## src/design/c_lts_pkg.sv

```systemverilog
// shared types, codes and character helpers of the token scanner
`default_nettype none
package c_lts_pkg;

  localparam int INDEX_BITS  = 20;
  localparam int LENGTH_BITS = 16;
  localparam int LEN_MAX_INT = (LENGTH_BITS > 16) ? 65535 : ((1 << LENGTH_BITS) - 1);
  localparam logic [20:0] LINE_MAX = 21'h1FFFFF;

  localparam int FIFO_DEPTH    = 4;
  localparam int FIFO_PTR_BITS = $clog2(FIFO_DEPTH);

  localparam logic [4:0] KIND_EOF    = 5'd0;
  localparam logic [4:0] KIND_PLUS   = 5'd1;
  localparam logic [4:0] KIND_MINUS  = 5'd2;
  localparam logic [4:0] KIND_STAR   = 5'd3;
  localparam logic [4:0] KIND_SLASH  = 5'd4;
  localparam logic [4:0] KIND_LPAREN = 5'd5;
  localparam logic [4:0] KIND_RPAREN = 5'd6;
  localparam logic [4:0] KIND_LBRACE = 5'd7;
  localparam logic [4:0] KIND_RBRACE = 5'd8;
  localparam logic [4:0] KIND_COMMA  = 5'd9;
  localparam logic [4:0] KIND_SEMI   = 5'd10;
  localparam logic [4:0] KIND_ASSIGN = 5'd11;
  localparam logic [4:0] KIND_EQ     = 5'd12;
  localparam logic [4:0] KIND_NE     = 5'd13;
  localparam logic [4:0] KIND_GT     = 5'd14;
  localparam logic [4:0] KIND_GE     = 5'd15;
  localparam logic [4:0] KIND_LT     = 5'd16;
  localparam logic [4:0] KIND_LE     = 5'd17;
  localparam logic [4:0] KIND_NUMBER = 5'd18;
  localparam logic [4:0] KIND_IDENT  = 5'd19;
  localparam logic [4:0] KIND_IF     = 5'd20;
  localparam logic [4:0] KIND_ELSE   = 5'd21;
  localparam logic [4:0] KIND_WHILE  = 5'd22;
  localparam logic [4:0] KIND_FOR    = 5'd23;
  localparam logic [4:0] KIND_RETURN = 5'd24;
  localparam logic [4:0] KIND_ERROR  = 5'd25;

  localparam logic [47:0] KW_IF     = 48'h6966;
  localparam logic [47:0] KW_ELSE   = 48'h656C7365;
  localparam logic [47:0] KW_WHILE  = 48'h7768696C65;
  localparam logic [47:0] KW_FOR    = 48'h666F72;
  localparam logic [47:0] KW_RETURN = 48'h72657475726E;
  localparam logic [47:0] KW_INT    = 48'h696E74;

  typedef enum logic [2:0] {
    P_NONE  = 3'd0,
    P_NUM   = 3'd1,
    P_IDENT = 3'd2,
    P_EQ    = 3'd3,
    P_BANG  = 3'd4,
    P_GT    = 3'd5,
    P_LT    = 3'd6
  } pend_class_t;

  typedef struct packed {
    logic [15:0] col;
    logic [20:0] line;
    logic [15:0] len;
    logic [19:0] start;
    logic [4:0]  kind;
  } token_t;

  typedef struct packed {
    logic   has_two;
    token_t tok1;
    token_t tok0;
  } entry_t;

  function automatic logic is_digit(input logic [7:0] c);
    return (c >= "0") && (c <= "9");
  endfunction

  function automatic logic is_letter(input logic [7:0] c);
    return ((c >= "a") && (c <= "z")) || ((c >= "A") && (c <= "Z")) || (c == "_");
  endfunction

  function automatic logic is_blank(input logic [7:0] c);
    return (c == 8'h20) || (c == 8'h09) || (c == 8'h0B) || (c == 8'h0C) || (c == 8'h0D);
  endfunction

endpackage
`default_nettype wire

```

## src/design/c_lts_front.sv

```systemverilog
// front end: accepts bytes, tracks position, forms up to two tokens per item
`default_nettype none
module c_lts_front (
  input  wire logic                clk,
  input  wire logic                rst,
  input  wire logic                in_valid,
  input  wire logic [7:0]          ch,
  input  wire logic                end_of_text,
  input  wire logic                q_full,
  output logic                     in_ready,
  output logic                     push,
  output c_lts_pkg::entry_t        push_entry
);

  localparam int IB = c_lts_pkg::INDEX_BITS;
  localparam int LB = c_lts_pkg::LENGTH_BITS;

  c_lts_pkg::pend_class_t pclass, pclass_next;
  logic [IB-1:0] pend_start, pend_start_next;
  logic [LB-1:0] pend_len, pend_len_next;
  logic [47:0]   prefix, prefix_next;
  logic [IB-1:0] byte_index, byte_index_next;
  logic [20:0]   line_count, line_count_next;
  logic [IB-1:0] line_start, line_start_next;
  logic [20:0]   pend_line, pend_line_next;
  logic [15:0]   pend_col, pend_col_next;

  c_lts_pkg::token_t flush_tok, cur_tok, pair_tok, a_tok, b_tok;
  logic flush_v, a_v, b_v, eof, ext, pair_v;
  logic [15:0] cur_col;
  logic accept;

  function automatic logic [15:0] col_of(input logic [IB-1:0] idx, input logic [IB-1:0] ls);
    logic [IB-1:0] diff;
    logic [32:0]   wide;
    diff = idx - ls;
    wide = 33'(diff) + 33'd1;
    return (wide > 33'd65535) ? 16'hFFFF : wide[15:0];
  endfunction

  function automatic logic [4:0] ident_kind(input logic [LB-1:0] len, input logic [47:0] p);
    logic [4:0] k;
    k = c_lts_pkg::KIND_IDENT;
    if (len == LB'(2) && p == c_lts_pkg::KW_IF) k = c_lts_pkg::KIND_IF;
    if (len == LB'(4) && p == c_lts_pkg::KW_ELSE) k = c_lts_pkg::KIND_ELSE;
    if (len == LB'(5) && p == c_lts_pkg::KW_WHILE) k = c_lts_pkg::KIND_WHILE;
    if (len == LB'(3) && p == c_lts_pkg::KW_FOR) k = c_lts_pkg::KIND_FOR;
    if (len == LB'(6) && p == c_lts_pkg::KW_RETURN) k = c_lts_pkg::KIND_RETURN;
    return k;
  endfunction

  assign in_ready = !q_full;
  assign accept   = in_valid && in_ready;
  assign eof      = end_of_text || (ch == 8'h00);
  assign cur_col  = col_of(byte_index, line_start);

  // token that the pending class gives when it is cut off
  always_comb begin
    flush_v         = 1'b1;
    flush_tok.start = 20'(pend_start);
    flush_tok.line  = pend_line;
    flush_tok.col   = pend_col;
    flush_tok.len   = 16'd1;
    flush_tok.kind  = c_lts_pkg::KIND_ERROR;
    unique case (pclass)
      c_lts_pkg::P_NUM: begin
        flush_tok.kind = c_lts_pkg::KIND_NUMBER;
        flush_tok.len  = 16'(pend_len);
      end
      c_lts_pkg::P_IDENT: begin
        if (pend_len == LB'(3) && prefix == c_lts_pkg::KW_INT) begin
          flush_tok.kind = c_lts_pkg::KIND_NUMBER;
          flush_tok.len  = 16'd0;
        end else begin
          flush_tok.kind = ident_kind(pend_len, prefix);
          flush_tok.len  = 16'(pend_len);
        end
      end
      c_lts_pkg::P_EQ:   flush_tok.kind = c_lts_pkg::KIND_ASSIGN;
      c_lts_pkg::P_BANG: flush_tok.kind = c_lts_pkg::KIND_ERROR;
      c_lts_pkg::P_GT:   flush_tok.kind = c_lts_pkg::KIND_GT;
      c_lts_pkg::P_LT:   flush_tok.kind = c_lts_pkg::KIND_LT;
      default:           flush_v = 1'b0;
    endcase
  end

  // two-character compare that closes a pending operator
  always_comb begin
    pair_v        = 1'b0;
    ext           = 1'b0;
    pair_tok      = flush_tok;
    pair_tok.len  = 16'd2;
    pair_tok.kind = c_lts_pkg::KIND_LE;
    unique case (pclass)
      c_lts_pkg::P_NUM:   ext = c_lts_pkg::is_digit(ch);
      c_lts_pkg::P_IDENT: ext = c_lts_pkg::is_digit(ch) || c_lts_pkg::is_letter(ch);
      c_lts_pkg::P_EQ: begin
        if (ch == "=") begin
          pair_v        = 1'b1;
          pair_tok.kind = c_lts_pkg::KIND_EQ;
        end else if (ch == "<") begin
          pair_v        = 1'b1;
          pair_tok.kind = c_lts_pkg::KIND_LE;
        end
      end
      c_lts_pkg::P_BANG: begin
        pair_v        = (ch == "=");
        pair_tok.kind = c_lts_pkg::KIND_NE;
      end
      c_lts_pkg::P_GT: begin
        pair_v        = (ch == "=");
        pair_tok.kind = c_lts_pkg::KIND_GE;
      end
      c_lts_pkg::P_LT: begin
        pair_v        = (ch == "=");
        pair_tok.kind = c_lts_pkg::KIND_LE;
      end
      default: ;
    endcase
  end

  always_comb begin
    pclass_next     = pclass;
    pend_start_next = pend_start;
    pend_len_next   = pend_len;
    prefix_next     = prefix;
    byte_index_next = byte_index;
    line_count_next = line_count;
    line_start_next = line_start;
    pend_line_next  = pend_line;
    pend_col_next   = pend_col;
    cur_tok.start   = 20'(byte_index);
    cur_tok.line    = line_count;
    cur_tok.col     = cur_col;
    cur_tok.len     = 16'd1;
    cur_tok.kind    = c_lts_pkg::KIND_ERROR;
    a_v             = 1'b0;
    a_tok           = flush_tok;
    b_v             = 1'b0;
    b_tok           = cur_tok;
    if (eof) begin
      a_v          = flush_v;
      b_v          = 1'b1;
      b_tok.kind   = c_lts_pkg::KIND_EOF;
      b_tok.len    = 16'd0;
      pclass_next  = c_lts_pkg::P_NONE;
      pend_len_next = '0;
      prefix_next  = '0;
    end else begin
      byte_index_next = byte_index + IB'(1);
      if (ext) begin
        if (pend_len < LB'(c_lts_pkg::LEN_MAX_INT)) pend_len_next = pend_len + LB'(1);
        if (pclass == c_lts_pkg::P_IDENT && pend_len < LB'(6)) prefix_next = {prefix[39:0], ch};
      end else if (pair_v) begin
        b_v           = 1'b1;
        b_tok         = pair_tok;
        pclass_next   = c_lts_pkg::P_NONE;
        pend_len_next = '0;
        prefix_next   = '0;
      end else begin
        a_v           = flush_v;
        pclass_next   = c_lts_pkg::P_NONE;
        pend_len_next = '0;
        prefix_next   = '0;
        b_v           = 1'b1;
        priority case (1'b1)
          c_lts_pkg::is_blank(ch): b_v = 1'b0;
          (ch == 8'h0A): begin
            b_v = 1'b0;
            if (line_count < c_lts_pkg::LINE_MAX) line_count_next = line_count + 21'd1;
            line_start_next = byte_index + IB'(1);
          end
          (ch == "+"): b_tok.kind = c_lts_pkg::KIND_PLUS;
          (ch == "-"): b_tok.kind = c_lts_pkg::KIND_MINUS;
          (ch == "*"): b_tok.kind = c_lts_pkg::KIND_STAR;
          (ch == "/"): b_tok.kind = c_lts_pkg::KIND_SLASH;
          (ch == "("): b_tok.kind = c_lts_pkg::KIND_LPAREN;
          (ch == ")"): b_tok.kind = c_lts_pkg::KIND_RPAREN;
          (ch == "{"): b_tok.kind = c_lts_pkg::KIND_LBRACE;
          (ch == "}"): b_tok.kind = c_lts_pkg::KIND_RBRACE;
          (ch == ","): b_tok.kind = c_lts_pkg::KIND_COMMA;
          (ch == ";"): b_tok.kind = c_lts_pkg::KIND_SEMI;
          (ch == "=") || (ch == "!") || (ch == ">") || (ch == "<") ||
          c_lts_pkg::is_digit(ch) || c_lts_pkg::is_letter(ch): begin
            b_v             = 1'b0;
            pend_start_next = byte_index;
            pend_len_next   = LB'(1);
            prefix_next     = {40'd0, ch};
            pend_line_next  = line_count;
            pend_col_next   = cur_col;
            if (ch == "=") pclass_next = c_lts_pkg::P_EQ;
            else if (ch == "!") pclass_next = c_lts_pkg::P_BANG;
            else if (ch == ">") pclass_next = c_lts_pkg::P_GT;
            else if (ch == "<") pclass_next = c_lts_pkg::P_LT;
            else if (c_lts_pkg::is_digit(ch)) pclass_next = c_lts_pkg::P_NUM;
            else pclass_next = c_lts_pkg::P_IDENT;
          end
          default: b_tok.kind = c_lts_pkg::KIND_ERROR;
        endcase
      end
    end
  end

  assign push               = accept && (a_v || b_v);
  assign push_entry.tok0    = a_v ? a_tok : b_tok;
  assign push_entry.tok1    = b_tok;
  assign push_entry.has_two = a_v && b_v;

  always_ff @(posedge clk) begin
    if (rst) begin
      pclass     <= c_lts_pkg::P_NONE;
      pend_start <= '0;
      pend_len   <= '0;
      prefix     <= '0;
      byte_index <= '0;
      line_count <= 21'd1;
      line_start <= '0;
      pend_line  <= '0;
      pend_col   <= '0;
    end else if (accept) begin
      pclass     <= pclass_next;
      pend_start <= pend_start_next;
      pend_len   <= pend_len_next;
      prefix     <= prefix_next;
      byte_index <= byte_index_next;
      line_count <= line_count_next;
      line_start <= line_start_next;
      pend_line  <= pend_line_next;
      pend_col   <= pend_col_next;
    end
  end

endmodule
`default_nettype wire

```

## src/design/c_lts_fifo.sv

```systemverilog
// short queue of token pairs between front and back
`default_nettype none
module c_lts_fifo (
  input  wire logic              clk,
  input  wire logic              rst,
  input  wire logic              push,
  input  wire c_lts_pkg::entry_t push_entry,
  input  wire logic              pop,
  output logic                   full,
  output logic                   q_valid,
  output c_lts_pkg::entry_t      q_entry
);

  localparam int PB = c_lts_pkg::FIFO_PTR_BITS;

  c_lts_pkg::entry_t mem [c_lts_pkg::FIFO_DEPTH];
  logic [PB-1:0] wptr, rptr;
  logic [PB:0]   count;

  assign full    = (count == (PB+1)'(c_lts_pkg::FIFO_DEPTH));
  assign q_valid = (count != '0);
  assign q_entry = mem[rptr];

  always_ff @(posedge clk) begin
    if (push) mem[wptr] <= push_entry;
  end

  always_ff @(posedge clk) begin
    if (rst) begin
      wptr  <= '0;
      rptr  <= '0;
      count <= '0;
    end else begin
      if (push) wptr <= wptr + PB'(1);
      if (pop) rptr <= rptr + PB'(1);
      if (push && !pop) count <= count + (PB+1)'(1);
      else if (!push && pop) count <= count - (PB+1)'(1);
    end
  end

  a_no_overflow: assert property (@(posedge clk) disable iff (rst) !(push && full))
    else $error("push into full queue");
  a_no_underflow: assert property (@(posedge clk) disable iff (rst) !(pop && !q_valid))
    else $error("pop from empty queue");

endmodule
`default_nettype wire

```

## src/design/c_lts_back.sv

```systemverilog
// back end: splits token pairs into single output items behind an output register
`default_nettype none
module c_lts_back (
  input  wire logic              clk,
  input  wire logic              rst,
  input  wire logic              q_valid,
  input  wire c_lts_pkg::entry_t q_entry,
  output logic                   pop,
  output logic                   out_valid,
  input  wire logic              out_ready,
  output c_lts_pkg::token_t      out_tok,
  output logic                   out_last
);

  c_lts_pkg::token_t sec_tok;
  logic sec_valid;
  logic load;

  assign load = !out_valid || out_ready;
  assign pop  = load && !sec_valid && q_valid;

  always_ff @(posedge clk) begin
    if (rst) begin
      out_valid <= 1'b0;
      sec_valid <= 1'b0;
    end else if (load) begin
      if (sec_valid) begin
        out_valid <= 1'b1;
        sec_valid <= 1'b0;
      end else begin
        out_valid <= q_valid;
        sec_valid <= q_valid && q_entry.has_two;
      end
    end
  end

  always_ff @(posedge clk) begin
    if (load) begin
      if (sec_valid) begin
        out_tok  <= sec_tok;
        out_last <= 1'b1;
      end else begin
        out_tok  <= q_entry.tok0;
        out_last <= !q_entry.has_two;
        sec_tok  <= q_entry.tok1;
      end
    end
  end

  a_second_behind_first: assert property (@(posedge clk) disable iff (rst)
    sec_valid |-> out_valid)
    else $error("second token held without a first");
  a_pair_back_to_back: assert property (@(posedge clk) disable iff (rst)
    (out_valid && out_ready && !out_last) |=> (out_valid && out_last))
    else $error("second token of a pair not presented next");

endmodule
`default_nettype wire

```

## src/design/c_like_token_scanner_unit.sv

```systemverilog
// top level of the streaming token scanner
//
//  channel   dir  fields
//  s_axis    in   tdata[7:0] ch, tuser end_of_text
//  m_axis    out  tdata kind,start,length,line,column; tlast last_of_run
//
// one byte item is taken per cycle while the queue has room
// a byte that yields two tokens is presented as two output items at the back end
// queue of four token pairs decouples input from output stalls
// first token of an item is registered in the queue and then in the output register
// synchronous reset: line 1, index 0, nothing pending, queue empty
`default_nettype none
module c_like_token_scanner_unit (
  input  wire logic        clk,
  input  wire logic        rst,
  input  wire logic        s_axis_tvalid,
  output logic             s_axis_tready,
  input  wire logic [7:0]  s_axis_tdata,  // ch
  input  wire logic        s_axis_tuser,  // end_of_text
  output logic             m_axis_tvalid,
  input  wire logic        m_axis_tready,
  output logic [79:0]      m_axis_tdata,  // kind, start, length, line, column, zero pad
  output logic             m_axis_tlast
);

  logic              push, pop, full, q_valid;
  c_lts_pkg::entry_t push_entry, q_entry;
  c_lts_pkg::token_t out_tok;

  c_lts_front u_front (
    .clk        (clk),
    .rst        (rst),
    .in_valid   (s_axis_tvalid),
    .ch         (s_axis_tdata),
    .end_of_text(s_axis_tuser),
    .q_full     (full),
    .in_ready   (s_axis_tready),
    .push       (push),
    .push_entry (push_entry)
  );

  c_lts_fifo u_fifo (
    .clk       (clk),
    .rst       (rst),
    .push      (push),
    .push_entry(push_entry),
    .pop       (pop),
    .full      (full),
    .q_valid   (q_valid),
    .q_entry   (q_entry)
  );

  c_lts_back u_back (
    .clk      (clk),
    .rst      (rst),
    .q_valid  (q_valid),
    .q_entry  (q_entry),
    .pop      (pop),
    .out_valid(m_axis_tvalid),
    .out_ready(m_axis_tready),
    .out_tok  (out_tok),
    .out_last (m_axis_tlast)
  );

  assign m_axis_tdata = {2'b00, out_tok};

endmodule
`default_nettype wire
```

## config.mk

```make
export PLATFORM = sky130hd
export DESIGN_NAME = c_like_token_scanner_unit
export DESIGN_NICKNAME = d
export VERILOG_FILES = /design/src/design/c_lts_pkg.sv /design/src/design/c_lts_front.sv /design/src/design/c_lts_fifo.sv /design/src/design/c_lts_back.sv /design/src/design/c_like_token_scanner_unit.sv
export SDC_FILE = /design/constraint.sdc
export NUM_CORES = 1
export LEC_CHECK = 0
export ABC_AREA = 1
export BUFFER_PORTS_ARGS = -buffer_cell sky130_fd_sc_hd__buf_2
export CAP_MARGIN = 10
export CORE_UTILIZATION = 59
export CTS_BUF_LIST = sky130_fd_sc_hd__clkbuf_2 sky130_fd_sc_hd__clkbuf_4 sky130_fd_sc_hd__clkbuf_8
export DETAILED_ROUTE_END_ITERATION = 10
export PLACE_DENSITY = 0.79
export REMOVE_ABC_BUFFERS = 1
export SYNTH_ARGS = -nofsm -noshare
export SYNTH_HDL_FRONTEND = slang
export SYNTH_SLANG_ARGS = --single-unit
```

## constraint.sdc

```tcl
create_clock -name clk -period 8.8 [get_ports clk]
set_clock_uncertainty 0.2 [all_clocks]
set_input_delay 0.44 -clock clk [delete_from_list [all_inputs] [get_ports clk]]
set_output_delay 0.44 -clock clk [all_outputs]
set_load 0.02 [all_outputs]
```

== Word level (Yosys, flattened, before mapping) ==
Memory sizes are Yosys's and may differ from the RTL's. A register that Yosys moved wholly into a read port is not among the register bits.
Index checks and enable logic that the tools add are counted.

* Bits in registers: 351
* RAM bits: 628
* Bits of input ports: 13
* Output and inout bits: 83
* Logic and storage cells: 275
* Memories kept: 1

{| class="wikitable"
|+ Memories
! name !! depth !! width !! read ports !! clocked after Yosys merged registers in !! wr ports !! RTL line !! text
|-
| u_fifo.mem || 4 || 157 || 1 || 1 || 1 || c_lts_fifo.sv:16 || <nowiki>c_lts_pkg::entry_t mem [c_lts_pkg::FIFO_DEPTH];</nowiki>
|}

* Add/subtract/negate cells: 9
* $lt $le $gt $ge: 10
* Equality and inequality tests: 42
* Mux-type cells: 120
* Bitwise gates (word level): 16
* Reduce and logical (&&, ||, !) cells: 52

{| class="wikitable"
|+ Operator list
! operator !! number
|-
| 48-bit 2-to-1 mux || 16
|-
| 16-bit 2-to-1 mux || 19
|-
| 78-bit 2-to-1 mux || 3
|-
| 8-bit by 6-bit equality test with 1-bit output, second input constant || 13
|-
| 5-bit 2-to-1 mux || 20
|-
| 48-bit by 23-bit equality test with 1-bit output, second input constant || 2
|-
| 73-bit 2-to-1 mux || 1
|-
| 3-bit 2-to-1 mux || 23
|-
| 16-bit by 3-bit equality test with 1-bit output, second input constant || 3
|-
| 48-bit by 15-bit equality test with 1-bit output, second input constant || 1
|-
| 48-bit by 31-bit equality test with 1-bit output, second input constant || 1
|-
| 48-bit by 39-bit equality test with 1-bit output, second input constant || 1
|-
| 48-bit by 47-bit equality test with 1-bit output, second input constant || 1
|-
| 8-bit by 4-bit equality test with 1-bit output, second input constant || 5
|-
| 37-bit 2-to-1 mux || 1
|-
| 33-bit by 16-bit > comparator with 1-bit output, second input constant || 1
|-
| 16-bit by 2-bit equality test with 1-bit output, second input constant || 2
|-
| 16-bit case mux with 2 select lines || 1
|-
| 1-bit 2-to-1 mux || 27
|-
| 5-bit case mux with 5 select lines || 1
|-
| 8-bit by 7-bit equality test with 1-bit output, second input constant || 3
|-
| 20-bit by 1-bit adder with 21-bit output, second input constant || 1
|-
| 21-bit by 1-bit adder with 21-bit output, second input constant || 1
|-
| 21-bit < comparator, second input constant || 1
|-
| 35 further kinds || 101
|}

== Logic depth before layout (Yosys ltp) ==
Gate-level depths: netlist of run 1.

* Word-level depth: 28
* Depth in mapped cells: 27
* Depth with buffers taken out: 25

== Cells and area by module ==
A second synthesis of run 1 with hierarchy kept.

* Cells, all modules: 4001
* Area total of the unflattened synthesis: 41925.2 um^2

{| class="wikitable"
|+ By module, submodules not included
! module !! times used !! cells each !! area each (um^2) !! seq. area each (um^2)
|-
| c_lts_fifo || 1 || 1577 || 23727.8 || 19038.3
|-
| c_lts_front || 1 || 1994 || 12320.6 || 3703.6
|-
| c_lts_back || 1 || 427 || 5858.1 || 4754.6
|-
| c_like_token_scanner_unit || 1 || 3 || 18.8 || 0.0
|}

== Worst setup path after synthesis of run 1 ==
Ideal clock, no wire load.

* Path kind: input to register
* From: in s_axis_tdata[7]
* To: mem u_fifo.mem[0][0] (netlist name), enable pin
* Setup time: 647 ps
* Arrival time: 7721 ps
* Data required time: 7953 ps
* Setup slack: 232 ps
* Stages on the path: 12
* Path buffers: 0
* Path through: or2_1 nor2_1 inv_1 nor2_1 inv_2 o21ai_1 nand2_1 nand2_1 inv_1 nand2_1 o21ai_4 nor2_1

* Word-level cells in the longest chain between the ends: 26
* Elaborated cells on any way between the ends: 71
* Those cells by class: order compare (6); eq/ne (21); mux (25); reduce/logical (19)

{| class="wikitable"
|+ Ends and longest elaborated chain
! element !! RTL line !! text
|-
| from (decl) || c_like_token_scanner_unit.sv:18 || <nowiki>input wire logic [7:0] s_axis_tdata,</nowiki>
|-
| branches (longest 22 deep; another with 8-bit by 7-bit >= comparator with 1-bit output) || -- ||
|-
| 1-bit logical OR * || c_lts_front.sv:204 || <nowiki>assign push = accept && (a_v || b_v);</nowiki>
|-
| 1-bit logical AND * || c_lts_front.sv:204 ||
|-
| 1-bit 2-to-1 mux * || c_lts_fifo.sv:25 || <nowiki>if (push) mem[wptr] <= push_entry;</nowiki>
|-
| 1-bit 2-to-1 mux (implied by the code) * || c_lts_fifo.sv:25 ||
|-
| to (decl) || c_lts_fifo.sv:16 ||
|}

Every way passes the cells marked *.

== Worst setup path in the final report of run 1 ==
* From: in s_axis_tdata[2]
* To: mem u_fifo.mem[0][62] (netlist name), enable pin

Same word-level chain as after synthesis.

==> results of run 1 <==
[stage by stage]
step	hold slack [ns]	utilization	setup TNS, ns
global placement	0.239	0.615	0
detailed placement	0.254	0.615	0
CTS	0.0197	0.664	0
floorplan	0.235	-	-864.63
finish	0.0837	0.664	0
global route	0.0667	0.664	0
[worst max-delay path: stages]
cell and delay [ns]:
sky130_fd_sc_hd__dlygate4sd3_1 0.54, sky130_fd_sc_hd__buf_2 0.15, sky130_fd_sc_hd__nor2_2 0.21, sky130_fd_sc_hd__nand2_1 0.12
sky130_fd_sc_hd__nand2_1 0.12, sky130_fd_sc_hd__a41oi_1 0.21, sky130_fd_sc_hd__nand2_1 0.10, sky130_fd_sc_hd__nand2_1 0.20
sky130_fd_sc_hd__nor2_1 0.18, sky130_fd_sc_hd__inv_2 0.05, sky130_fd_sc_hd__nand2_1 0.09, sky130_fd_sc_hd__o21ai_4 0.07
sky130_fd_sc_hd__inv_2 0.43, sky130_fd_sc_hd__o21ai_4 0.23, sky130_fd_sc_hd__nor2_4 0.81, sky130_fd_sc_hd__buf_12 0.64
[how the worst min path moves through the flow]
| stage | startpoint | endpoint | slack, ns | cells past startpoint |
|---|---|---|---|---|
| 2_1_floorplan | u_front.prefix[7] | u_front.prefix[15] | 0.23 | 2 |
| 3_3_place_gp | u_fifo.rptr[1] | flip-flop | 0.24 | 2 |
| 3_5_place_dp | u_fifo.rptr[1] | flip-flop | 0.25 | 2 |
| 4_1_cts | rst | u_front.prefix[17] | 0.02 | 3 |
| 5_1_grt | rst | u_front.prefix[6] | 0.07 | 3 |
| 6_report | rst | u_front.prefix[12] | 0.08 | 3 |
[final cells by class]
cell class | instances | area, sq um | area share
clock inverter | 43 | 335 | 0.00782
clock buffer | 225 | 2710 | 0.0632
sequential | 911 | 25400 | 0.593
timing repair buffer | 133 | 826 | 0.0193
inverter | 301 | 1140 | 0.0267
tap | 855 | 1070 | 0.0250
multi-input combinational | 2374 | 11400 | 0.265
[power by group]
group          total (mW)  switching [mW]  internal (mW)
combinational        3.21            2.36          0.851
sequential           5.79           0.224           5.57
clock                3.69            1.61           2.08
total                12.7            4.20           8.50
[registers in the layout, summed over array words and instances (netlist names), named ones only]
register and cells:
u_front.pclass 3, u_front.prefix 48, u_front.pend_line 21, u_back.sec_valid 1
u_back.sec_tok 64, u_front.line_start 20, u_front.pend_col 16, u_fifo.mem 572
u_back.out_tok 78, u_back.out_valid 1, u_front.byte_index 20, u_fifo.rptr 2
u_fifo.wptr 2, u_front.line_count 21, u_front.pend_len 16, u_back.out_last 1
u_front.pend_start 20, u_fifo.count 3
[cells in the final DEF, fill, tap and decap left out, types with 62 or more instances in the layout]
cell / count
sky130_fd_sc_hd__edfxtp_1: 715
sky130_fd_sc_hd__nor2_1: 625
sky130_fd_sc_hd__nand2_1: 548
sky130_fd_sc_hd__o21ai_0: 487
sky130_fd_sc_hd__inv_1: 285
sky130_fd_sc_hd__a21oi_1: 199
sky130_fd_sc_hd__dfxtp_1: 194
sky130_fd_sc_hd__clkbuf_8: 163
sky130_fd_sc_hd__nand3_1: 99
sky130_fd_sc_hd__buf_2: 93
sky130_fd_sc_hd__o22ai_1: 71
sky130_fd_sc_hd__a31oi_1: 69
sky130_fd_sc_hd__clkbuf_4: 62
[kinds of logic after synthesis]
group / synth area share
AO/OA/AOI/OAI: 0.120
XOR/XNOR: 0.00609
adder cells (fa/ha/maj): 0.0114
buffers and inverters: 0.0495
flip-flops: 0.658
other: 0.0000971
AND/OR/NAND/NOR: 0.155
[routing by layer]
layer,share of wire,global-route usage,up-vias
met1,0.41,0.335,13100
met3,0.072,0.0485,170
li1,-,-,13300
met5,0,0,-
met4,0.027,0.0993,0
met2,0.49,0.442,1012
==> flow_summary.yaml, run 1 <==
synth:
  synth_enable_flop_cells: 715
  postSynth.asyncResetShare: 0
  ys_seq_elements: 911
  yosys-top-cells-area: "sky130_fd_sc_hd__edfxtp_1 56%, sky130_fd_sc_hd__dfxtp_1 10%, sky130_fd_sc_hd__o21ai_0 6.3%"
  synthesis.instances: 3777
  yosys.cell_count.top_type: "sky130_fd_sc_hd__edfxtp_1"
  synth-main-ff-cell: "sky130_fd_sc_hd__edfxtp_1"
  avgSynthCellArea_sq_um: 10.2
  synth_seq_area_share: 0.658
  yosys_warnings: 0
  synth_top_area_share: 0.556
  synth_area_leader_cell: "sky130_fd_sc_hd__edfxtp_1"
  synth.lib_cells_used.distinct: 56
  synthTopCellsByCount: "715 x sky130_fd_sc_hd__edfxtp_1, 632 x sky130_fd_sc_hd__nor2_1, 548 x sky130_fd_sc_hd__nand2_1, 487 x sky130_fd_sc_hd__o21ai_0, 289 x sky130_fd_sc_hd__inv_1"
  netlist_area_before_placement_sq_um: 38600
drt:
  vias_post_dr: 27600
  detail-route-antenna-nets: 0
  router_iterations_before_antenna_repair: 6
  route.detailed.drc: 0
  via_per_inst: 5.69
  route.final.wire_length_mm: 86.5
  wl_per_cell_microns: 17.9
  initialDrtViolationCount: 2652
clock_network:
  post_cts_hold_buffer_count: 9
  cts.sinks: 911
  cts_made_buffers: 143
  cts_post_setup_buffers_inserted: 0
  htree_num_levels: 4
  cts_tree: "done"
  ctsLongestPathBuffers: 3
  clk_transition_reported_paths_ns: 0.06
  cts-root-buf: "sky130_fd_sc_hd__clkbuf_8"
  clk_latency_ns: 0.79
  cts-resized-gates: 0
placement:
  post-place-ws_ns: 4.05
  placement.io_buffers: 93
  dpl.hpwl_mm: 48.8
  placed_cell_area_sq_um: 39700
  dp_cells: 4565
  gp_congestion: 0.937
floorplanning:
  chipWidth_microns: 258
  core_area_sq_um: 64600
  fp.dieH_microns: 258
  placementRows: 93
  initial_core_util: 0.598
  floorplan.io_pins: 96
  design.die.area_sq_um: 66500
worst_setup_path:
  arrival_ns: 4.77
  worst-endpoint-required_ns: 9.01
  startpoint: "s_axis_tdata[2]"
  crit_path_end_kind: "flip-flop"
  timing_worst_setup_path_type: "in2reg"
  timing.rr.start: "u_front.pclass[1]"
  count_of_cells_along_the_worst_register_to_register_path: 14
  crit_path_end: "u_fifo.mem[0][62]"
  worst-r2r-setup-slack_ns: 4.44
  timing.rr.end: "u_fifo.mem[0][62]"
  setup.worst_path.start_class: "primary input"
  critical_path.max_fanout: 115
sta:
  slew_headroom: 0.213
  final_max_slew_viol_count: 0
  layout_min_cycle_time_ns: 4.56
  min_period_over_period: 0.518
  setup_slack_ns: 4.24
  max_clock_freq_mhz: 219
  hold_viol_final: 0
  setup_repair_after_global_routing_missed_its_margin: "false"
  tightestPinTransition_ns: 1.18
  setup_viol: 0
global_routing:
  globalRoute.totalOverflow: 0
  vias_in_the_first_global_route: 26600
  grt_first_pass_wirelength_mm: 137
  grtUsageTotal: 0.261
  grt_start_max_net_pins: 144
  antenna_found_initial: 0
cells_and_area:
  fin_area_sq_um: 42900
  fillCellCount: 4819
  diodes: 0
  area_growth_syn_to_layout_pct: 11.0
  nets: 3911
  layoutNonFillerInstCount: 4842
  layout-drive-gt1-share: 0.110
run:
  timing.max_cap.violations: 0
pwr:
  vdd.ir_drop.worst_uv: 198
  power.density_cell_area_nw_per_um2: 296
  finalPower_mw: 12.7
  static-leakage-power_nw: 15.4
hold_path:
  min_path_type: "in2reg"
status:
  run_status: "finished, final reports clean"
(Power assumes the default switching activity.)
==> run 2, diff against run 1 <==
- ABC_AREA: 1 -> 0
- CORE_UTILIZATION: 59 -> 65
- PLACE_DENSITY: 0.79 -> 0.82
- clock period: 8.8 -> 4.3 ns (I/O delays scaled with it)
==> run 2 against run 1 <==
Effect of this change: worst setup slack worse by 4.2 ns; combinational power increased by 34%; via count shrank 15%; worst hold slack gained 0.041 ns; total power increased by 82%; sequential power grew 100%; synthesized area down 1.5%; register-to-register slack worse by 4.4 ns.
==> flow_summary.yaml, run 2 <==
global_routing:
  antenna_found_initial: 1
  grtUsageTotal: 0.285
  vias_in_the_first_global_route: 23700
  globalRoute.totalOverflow: 0
  grt_start_max_net_pins: 86
  grt_first_pass_wirelength_mm: 130
pwr:
  net-switching-power_mw: 6.18
  vdd.ir_drop.worst_uv: 297
  power.density_cell_area_nw_per_um2: 535
  combPwrFrac: 0.186
  seq_power_share: 0.499
  switching_share_of_total_power: 0.267
  finalPower_mw: 23.2
  power.share.clock: 0.315
  static-leakage-power_nw: 14.8
  cellInternalPower_mw: 17.0
floorplanning:
  core_area_sq_um: 57800
  floorplan.io_pins: 96
  initial_core_util: 0.658
  fp.dieH_microns: 244
  chipWidth_microns: 244
  placementRows: 88
  design.die.area_sq_um: 59500
clock_network:
  cts-root-buf: "sky130_fd_sc_hd__clkbuf_8"
  cts_tree: "done"
  ctsLongestPathBuffers: 3
  htree_num_levels: 4
  clk_latency_ns: 0.80
  cts_made_buffers: 140
  clk_transition_reported_paths_ns: 0.06
  cts.sinks: 911
cells_and_area:
  area_growth_syn_to_layout_pct: 13.7
  multi_input_combinational_cell_area_sq_um: 12400
  layoutNonFillerInstCount: 3708
  post-route-util: 0.748
  layout-drive-gt1-share: 0.249
  nets: 2876
  layout.area.seq_sq_um: 25400
  top_register: "u_fifo.mem"
  layout_common_cells: "715 x sky130_fd_sc_hd__edfxtp_1, 314 x sky130_fd_sc_hd__nand2_1, 193 x sky130_fd_sc_hd__dfxtp_1"
  fillCellCount: 3250
  layout.cells.most_common: "sky130_fd_sc_hd__edfxtp_1"
  largest_register_ff_count: 572
  leading_registers_by_flop_count: "u_fifo.mem (572), u_back.out_tok (78), u_back.sec_tok (64)"
placement:
  gp_congestion: 0.888
  dp_cells: 3432
  placement.io_buffers: 93
  dpl.hpwl_mm: 50.6
synth:
  synth_seq_area_share: 0.668
  yosys.cell_count.top_type: "sky130_fd_sc_hd__edfxtp_1"
  muxShareOfSynthArea: 0.118
  basic_gate_share_of_the_synthesized_area_counting_and_or_nand_and_nor_cells: 0.101
  synth_enable_flop_cells: 715
  synth_area_leader_cell: "sky130_fd_sc_hd__edfxtp_1"
  synthAdderAreaFrac: 0.0116
  netlist_area_before_placement_sq_um: 38000
  avgSynthCellArea_sq_um: 14.4
  synthTopCellsByCount: "715 x sky130_fd_sc_hd__edfxtp_1, 316 x sky130_fd_sc_hd__nand2_1, 196 x sky130_fd_sc_hd__dfxtp_1, 183 x sky130_fd_sc_hd__nor2_1, 143 x sky130_fd_sc_hd__mux4_2"
  synthesis.instances: 2650
  synth.lib_cells_used.distinct: 74
  synth_xor_area_frac: 0.0189
  synth-main-ff-cell: "sky130_fd_sc_hd__edfxtp_1"
  yosys-top-cells-area: "sky130_fd_sc_hd__edfxtp_1 56%, sky130_fd_sc_hd__dfxtp_1 10%, sky130_fd_sc_hd__mux4_2 8.5%"
  yosys_warnings: 0
  synth-compound-area-share: 0.0620
  ys_seq_elements: 911
  synth_top_family_by_area: "multiplexers"
  postSynth.asyncResetShare: 0
  synth_top_area_share: 0.564
sta:
  slew_headroom: 0.254
  min_period_over_period: 0.985
  setup-tns-final_ns: 0
  setup_viol: 0
  layout_min_cycle_time_ns: 4.23
  hold_viol_final: 0
  tightestPinTransition_ns: 1.12
  hold-worst-slack_ns: 0.124
  max_clock_freq_mhz: 236
  final_max_slew_viol_count: 0
worst_setup_path:
  timing_worst_setup_path_type: "reg2reg"
  setup.worst_path.start_class: "flip-flop"
  critical_path_depth: 14
  crit_path_end_kind: "flip-flop"
  cpLargestDelayFamily: "simple AND/OR/NAND/NOR gates"
  crit_buf_inv: 3
  worst_path_largest_cell_delay_ns: 0.57
  worst-r2r-setup-slack_ns: 0.07
  arrival_ns: 4.64
  cp_cell_sequence: "inv_1 -> ha_1 -> fa_1 -> nand2b_4 -> a21bo_2 -> a31oi_2 -> nand4b_1 -> or4_4 -> or4_4 -> o41ai_4 -> nand3_2 -> buf_4 -> buf_8 -> a31oi_2"
  count_of_cells_along_the_worst_register_to_register_path: 14
  worst-endpoint-required_ns: 4.70
  critPathSlowestCell: "sky130_fd_sc_hd__or4_4"
  critical_path.max_fanout: 12
drt:
  initialDrtViolationCount: 2215
  via_per_inst: 6.30
  vias_post_dr: 23400
  detail-route-antenna-nets: 0
  route.final.wire_length_mm: 85.3
  router_iterations_before_antenna_repair: 5
  wl_per_cell_microns: 23.0
  route.detailed.drc: 0
status:
  run_status: "finished, final reports clean"
hold_path:
  min_path_type: "in2reg"
  hold_path_depth: 4
run:
  timing.max_cap.violations: 0
[run 2: cell count changes in the layout (fill, tap and decap cells not counted), sizes merged, moves of 42 or more]
cell,change
nor2,-467
o22ai,-67
inv,-251
buf,+47
o21ai,-459
a22oi,+42
mux4,+143
a21oi,-67
nand2,-241
nand3,-62
mux2,+107
[run 2: final cells by class]
| cell class | count | share of cell area |
|---|---|---|
| flip-flops and latches | 911 | 0.587 |
| well taps | 765 | 0.0221 |
| clock buffers | 211 | 0.0586 |
| multi-input cells | 1541 | 0.286 |
| inverters | 48 | 0.00419 |
| repair buffers | 187 | 0.0339 |
| clock inverters | 44 | 0.00818 |
| diodes | 1 | 0.0000578 |
[run 2: worst register-to-register path, cell delays in order, from the launching register on]
cell and delay [ns]:
sky130_fd_sc_hd__dfxtp_1 0.33, sky130_fd_sc_hd__inv_1 0.08, sky130_fd_sc_hd__ha_1 0.24, sky130_fd_sc_hd__fa_1 0.40, sky130_fd_sc_hd__nand2b_4 0.18, sky130_fd_sc_hd__a21bo_2 0.23
sky130_fd_sc_hd__a31oi_2 0.18, sky130_fd_sc_hd__nand4b_1 0.18, sky130_fd_sc_hd__or4_4 0.57, sky130_fd_sc_hd__or4_4 0.48, sky130_fd_sc_hd__o41ai_4 0.25, sky130_fd_sc_hd__nand3_2 0.12
sky130_fd_sc_hd__buf_4 0.19, sky130_fd_sc_hd__buf_8 0.19, sky130_fd_sc_hd__a31oi_2 0.23
[run 2: logic make-up after synthesis]
kind of cell	after synthesis
AOI/OAI and AO/OA	364
xor gates and xnor gates	82
adders and majority gates	34
buffers and inverters	199
DFF	911
muxes	256
other	1
and+or+nand+nor	803
[run 2: metal layers]
| layer | global-route usage | up-vias | wire (microns) | share of wire |
|---|---|---|---|---|
| li1 | - | 10500 | - | - |
| met2 | 0.469 | 1002 | 42700 | 0.50 |
| met5 | 0 | - | 0 | 0 |
| met3 | 0.0533 | 161 | 5570 | 0.065 |
| met1 | 0.377 | 11700 | 34500 | 0.40 |
| met4 | 0.116 | 0 | 2460 | 0.029 |
[run 2: power by group through the flow]
stage	clock (mW)	sequential, mW	combinational, mW
after CTS	7.38	11.6	4.27
after global routing	7.77	11.7	4.55
final	7.30	11.6	4.30
after floorplan	0	12.5	2.36
after global placement	0	11.6	4.13
after detailed placement	0	11.7	4.22
[run 2: metrics by stage]
stage | instance area, sq um | setup WS [ns]
6_report | 43300 | 0.0658
5_1_grt | 43300 | -0.0637
4_1_cts | 42800 | -0.0313
3_5_place_dp | 39700 | -0.131
3_3_place_gp | 39700 | 0.114
2_1_floorplan | 37400 | -2.98
[run 2: final timing paths]
| check | endpoint | from |
|---|---|---|
| setup / recovery | u_fifo.mem[1][154] | u_front.byte_index[0] |
| hold / removal | u_front.prefix[5] | s_axis_tdata[5] |
| setup reg to reg | u_fifo.mem[1][154] | u_front.byte_index[0] |
| hold reg to reg | u_front.line_start[7] | u_front.line_start[7] |
[run 2: repair_timing]
action                                 4_1_cts  5_1_grt
resized for setup                           13       51
cloned                                       0        4
hold buffers                                14        0
setup endpoints to repair                  128      133
buffers inserted                             0        2
endpoints found under the hold margin       97        0
pin swaps                                    0        2
